`config.mk`:
```
export PLATFORM = sky130hd
export DESIGN_NAME = fbv_plane_regs
export DESIGN_NICKNAME = d
export VERILOG_FILES = /design/src/rtl/frustum_box_visibility_assert.svh /design/src/rtl/fbv_pkg.sv /design/src/rtl/fbv_plane_regs.sv
export SDC_FILE = /design/constraint.sdc
export NUM_CORES = 1
export LEC_CHECK = 0
export ABC_AREA = 1
export BUFFER_PORTS_ARGS = -buffer_cell sky130_fd_sc_hd__buf_4
export CAP_MARGIN = 0
export CORE_MARGIN = 1.5
export CORE_UTILIZATION = 30
export CTS_CLUSTER_DIAMETER = 50
export DETAILED_ROUTE_END_ITERATION = 8
export PLACE_DENSITY = 0.56
export SYNTH_ARGS = -nofsm -noshare
export SYNTH_HDL_FRONTEND = slang
export SYNTH_SLANG_ARGS = --single-unit
```
`constraint.sdc`:
```
create_clock -name i_clk -period 2.7 [get_ports i_clk]
set_input_delay 0.27 -clock i_clk [delete_from_list [all_inputs] [get_ports i_clk]]
set_output_delay 0.27 -clock i_clk [all_outputs]
set_load 0.05 [all_outputs]
```
`src/rtl/frustum_box_visibility_assert.svh`:
```
// ----------------------------------------------------------------------------
// frustum box visibility assertion macros
// shared concurrent assertion forms for the culling pipeline
// ----------------------------------------------------------------------------
`ifndef FRUSTUM_BOX_VISIBILITY_ASSERT_SVH
`define FRUSTUM_BOX_VISIBILITY_ASSERT_SVH

// property checked outside reset
`define FBV_ASSERT(lbl, clk, rst_n, prop, msg) \
    lbl: assert property (@(posedge clk) disable iff (!rst_n) prop) else $error(msg);

// property checked during reset as well
`define FBV_ASSERT_ALWAYS(lbl, clk, prop, msg) \
    lbl: assert property (@(posedge clk) prop) else $error(msg);

`endif

```
`src/rtl/fbv_pkg.sv`:
```
// ----------------------------------------------------------------------------
// fbv_pkg
// types and constants shared by the frustum box visibility pipeline
// ----------------------------------------------------------------------------
package fbv_pkg;

    localparam int REG_COUNT     = 6;
    localparam int CFG_IDX_W     = 3;
    localparam int CFG_DATA_W    = 64;
    localparam int FIELD_W       = 16;
    localparam int FRAC_BITS     = 14;
    localparam int DTERM_W       = FIELD_W + FRAC_BITS;
    localparam int VIS_W         = 2;

    localparam logic [VIS_W-1:0] VIS_NONE    = 2'd0;
    localparam logic [VIS_W-1:0] VIS_PARTIAL = 2'd1;
    localparam logic [VIS_W-1:0] VIS_FULL    = 2'd2;

    // load enables of the per-plane stages
    typedef struct packed {
        logic s1;
        logic s2;
        logic s3;
    } t_stage_en;

endpackage

```
`src/rtl/fbv_plane_regs.sv`:
```
// ----------------------------------------------------------------------------
// fbv_plane_regs
// frustum plane configuration registers, one 64-bit word per plane
// ----------------------------------------------------------------------------
module fbv_plane_regs import fbv_pkg::*; #(
    parameter int PLANE_COUNT = 6
) (
    input  logic                  i_clk,
    input  logic                  i_rst_n,
    input  logic                  i_cfg_wr_en,
    input  logic [CFG_IDX_W-1:0]  i_cfg_index,
    input  logic [CFG_DATA_W-1:0] i_cfg_data,
    output logic [CFG_DATA_W-1:0] o_plane [PLANE_COUNT]
);

    logic [CFG_DATA_W-1:0] r_plane [PLANE_COUNT];

    for (genvar p = 0; p < PLANE_COUNT; p++) begin : g_plane
        // planes past the register list stay zero and never cull
        localparam bit WRITABLE = (p < REG_COUNT);

        always_ff @(posedge i_clk) begin
            if (!i_rst_n) begin
                r_plane[p] <= '0;
            end else if (WRITABLE && i_cfg_wr_en && i_cfg_index == CFG_IDX_W'(p)) begin
                r_plane[p] <= i_cfg_data;
            end
        end

        assign o_plane[p] = r_plane[p];
    end

endmodule

```
==> Yosys cells after proc, flatten, opt, wreduce, memory -nomap -nowiden <==
Memories as Yosys holds them, arrays and structs flattened.
Index checks and enable logic that the tools add are counted.
{ "totals": {"regBits": 0, "mem_bits_rw": 384, "inputBits": 70, "out_inout_bits": 384, "word_cells": 44, "mem_count": 1} }
{ "mem_list": {"columns": ["name", "words", "word_bits", "rd", "rd_clocked_by_memory_dff", "wr", "line_no", "rtl"], "rows": [
  ["r_plane", 6, 64, 6, 0, 6, "fbv_plane_regs.sv:16", "logic [CFG_DATA_W-1:0] r_plane [PLANE_COUNT];"]
]} }
{ "classes": {"n_eq_ne": 5, "n_mux": 25, "bitwise_logic": 6, "reduce_logical": 7} }
{ "op_table": {"columns": ["operator", "n"], "rows": [
  ["two-way mux 64 bit", 6],
  ["two-way mux 1 bit", 19],
  ["== test 3 x 2 -> 1 bit (second input constant)", 2],
  ["== test 3 bit (second input constant)", 2],
  ["logical AND 1 bit", 6],
  ["bitwise OR 1 bit", 6],
  ["== test 3 x 1 -> 1 bit (second input constant)", 1],
  ["logical NOT 3 bit", 1]
]} }

==> Longest topological paths before layout <==
{ "depth": {"word_depth": 6, "ltp_mapped": 5, "ltp_nobuf": 4} }

==> Least setup slack after synthesis <==
Ideal clock, no wire load.
{ "synth_path": {"path_type": "in2reg", "startpoint": "input port i_cfg_wr_en", "endpoint": "memory r_plane[0][0] (enable)", "setup_time_ps": 424, "arrival_time_ps": 1984, "required_time_ps": 2276, "slack_ps": 292, "cell_stages": 4, "n_path_buf": 0, "cell_sequence": "inv_1 > nor2_8 > nand2_1 > nand2_1"} }
{ "synth_rtl": {"columns": ["item", "line_no", "rtl"], "rows": [
  ["start, declared", "fbv_plane_regs.sv:10", "input logic i_cfg_wr_en,"],
  ["end, declared", "fbv_plane_regs.sv:16", null]
]} }

==> flow_summary_export.csv <==
group,metric,value,unit
routing,wl_met1,16.0,mm
synthesis,synth_flop_cell,"edfxtp_1",
cells_and_area,nets,1439,
worst_setup_path,startpoint_type,"input port",
synthesis,synthXorXnorAreaFrac,0,%
worst_hold_path,min_path_type,"input port to flop",
placed_design,dpl.cell_count,1923,
clock_tree,ctsHoldBuffers,0,
synthesis,synth_fp_nets,968,
floorplanning,die-area,47500,µm²
global_routing,overflow,0,
floorplanning,rows,78,
synthesis,ys_types,10,
sta,finalCriticalPeriod,1.49,ns
sta,rsz0062_at_grt,"false",
power_and_ir_drop,p_sw,0.00449,W
flow_run,cap_violations,0,
synthesis,synth_seq_cells,384,
routing,wl_met3,2.74,mm
routing,highest_layer,"met4",
clock_tree,postCtsSetupRepairBufs,0,
power_and_ir_drop,combPwrFrac,16.4,%
clock_tree,cts_made_buffers,44,
cells_and_area,multiInputGateArea,1690,µm²
power_and_ir_drop,leakage,7.98,nW
power_and_ir_drop,clkPwrFrac,38.2,%
power_and_ir_drop,switching_share,28.8,%
power_and_ir_drop,ir_drop,535,µV
cells_and_area,largestRegisters,"r_plane: 384 flops",
routing,route.detailed.drc,0,
cells_and_area,postLayoutCoreUtil,42.3,%
sta,tightest_slew,1.04,ns
synthesis,seq_area_frac_synth,83.3,%
clock_tree,path_clk_slew,0.06,ns
synthesis,yosysWarnings,0,
placed_design,place.gp.congestion,0.759,
worst_setup_path,cp.required,3.07,ns
worst_setup_path,crit_fanout,64,
power_and_ir_drop,p_per_area,811,nW/µm²
clock_tree,clock-sinks,384,
global_routing,antenna_found_initial,0,
routing,wl_per_cell,20.2,µm
synthesis,syn_area,13800,µm²
routing,dr.pass1.iters,4,
synthesis,synth_fa_ha_area_share,0,%
synthesis,yosys-top-cells-area,"edfxtp_1, nor2_1, buf_6",
global_routing,grt_pass1_vias,8799,
sta,slew_violations,0,
placed_design,hpwl,24.8,mm
synthesis,synth_compound_area_share,0,%
sta,fin_crit_sh,55.3,%
clock_tree,cts_tree,"done",
power_and_ir_drop,p_int,0.0111,W
cells_and_area,fillCellCount,4252,
synthesis,synth_edf_count,384,
global_routing,grt_start_max_net_pins,65,
cells_and_area,ff_latch_area,11500,µm²
sta,max_slew_margin,30.9,%
routing,detail-route-antenna-nets,0,
synthesis,yosys.area_share.simple,11.9,%
synthesis,syn_avg_cell_area,15.4,µm²
global_routing,grt_pass1_wl,58.3,mm
placed_design,io_buffers,453,
global_routing,grt_usage,16.7,%
routing,viasPerCell,4.37,
cells_and_area,instances_no_fill,2001,
floorplanning,die_h,218,µm
sta,tns,0,ns
clock_tree,cts_max_level,2,
worst_setup_path,path_class,"input port to flop",
cells_and_area,diodes,0,
routing,wl_met2,20.6,mm
sta,setup_viol,0,
clock_tree,clk_path_buf_depth,3,
floorplanning,core,45500,µm²
synthesis,yosys.area.top_type,"edfxtp_1",
synthesis,synth_mux_area_share,0,%
status,outcome,"finished clean",
floorplanning,io_pins,454,
routing,num_vias,8737,
floorplanning,die_w,218,µm
cells_and_area,largest_register_ffs,384,
clock_tree,clock-root-buffer,"clkbuf_16",
clock_tree,ctsResizeCount,0,
worst_setup_path,worstPathArrival,1.86,ns
synthesis,synth_top_family_by_area,"simple AND/OR/NAND/NOR gates",
floorplanning,start_util,30.5,%
cells_and_area,area_growth_syn_to_layout,38.8,%
synthesis,syn_inst,898,
worst_setup_path,endpoint_kind,"flop",
synthesis,synth_commonest_cells,"edfxtp_1, nor2_1, inv_1",
synthesis,async_flop_share,0,%
power_and_ir_drop,power_frac_seq,45.4,%
sta,hold_violations,0,
cells_and_area,drive_gt1_share,38.8,%
routing,routed_wl,40.4,mm
sta,timing.fmax,670,MHz
synthesis,synth_top_area_share,83.3,%
routing,first_iter_violations,481,
cells_and_area,top_register,"r_plane",
## cell families (layout without fill, tap and decap cells)
family | after synthesis | in the layout
simple gates | 408 | 408
flops | 384 | 384
buf+inv | 106 | 609
## area by class of cell
class,count,share of cell area (%)
repair buffers,462,18.5
well taps,600,3.91
flip-flops and latches,384,60.0
multi-input cells,408,8.78
inverters,69,1.35
clock inverters,28,1.52
clock buffers,50,5.96
## per-layer routing
layer | track usage (%) | vias to the layer above
met2 | 28.8 | 311
met4 | 6.07 | 0
met3 | 4.23 | 65
met5 | 0 | -
li1 | - | 3981
met1 | 20.1 | 4380
## power groups by stage
stage	clock [W]	sequential, W	combinational [W]
finish	0.00595	0.00708	0.00255
global route	0.00632	0.00712	0.00264
CTS	0.00611	0.00709	0.00258
detailed placement	0	0.00721	0.00258
global placement	0	0.00720	0.00258
floorplan	0	0.00863	0.000237
## worst max-delay path, stage by stage
cell,delay [ns]
buf_4,0.13
nor2_2,0.27
nand3_4,0.79
nor2_1,0.36
## per-stage QoR
stage	hold WS (ns)	area, µm²	setup slack [ns]	power (W)
floorplan	0.536	13800	0.292	0.00886
global placement	0.647	17800	0.635	0.00978
detailed placement	0.648	17800	0.597	0.00979
CTS	0.0429	19200	1.18	0.0158
global route	0.0715	19200	1.08	0.0161
finish	0.0883	19200	1.21	0.0156
## worst paths after layout
path	depth (start not counted)	to	start	slack, ns
max	4	r_plane[4][22]$_SDFFCE_PN0P_	i_cfg_index[0]	1.21
min	3	r_plane[4][42]$_SDFFCE_PN0P_	i_cfg_data[42]	0.09
## cells in the final DEF (no fill, tap or decap)
cell type	n
buf_12	7
buf_4	455
bufinv_16	5
clkbuf_1	5
clkbuf_16	45
clkinv_1	8
clkinv_2	7
clkinv_4	2
clkinv_8	1
clkinvlp_4	1
edfxtp_1	384
inv_1	68
inv_2	1
inv_6	4
nand2_1	8
nand2_4	6
nand3_4	6
nor2_1	384
nor2_2	2
nor2_4	1
nor2_8	1
Note: power is estimated with default switching activity, not from simulation.
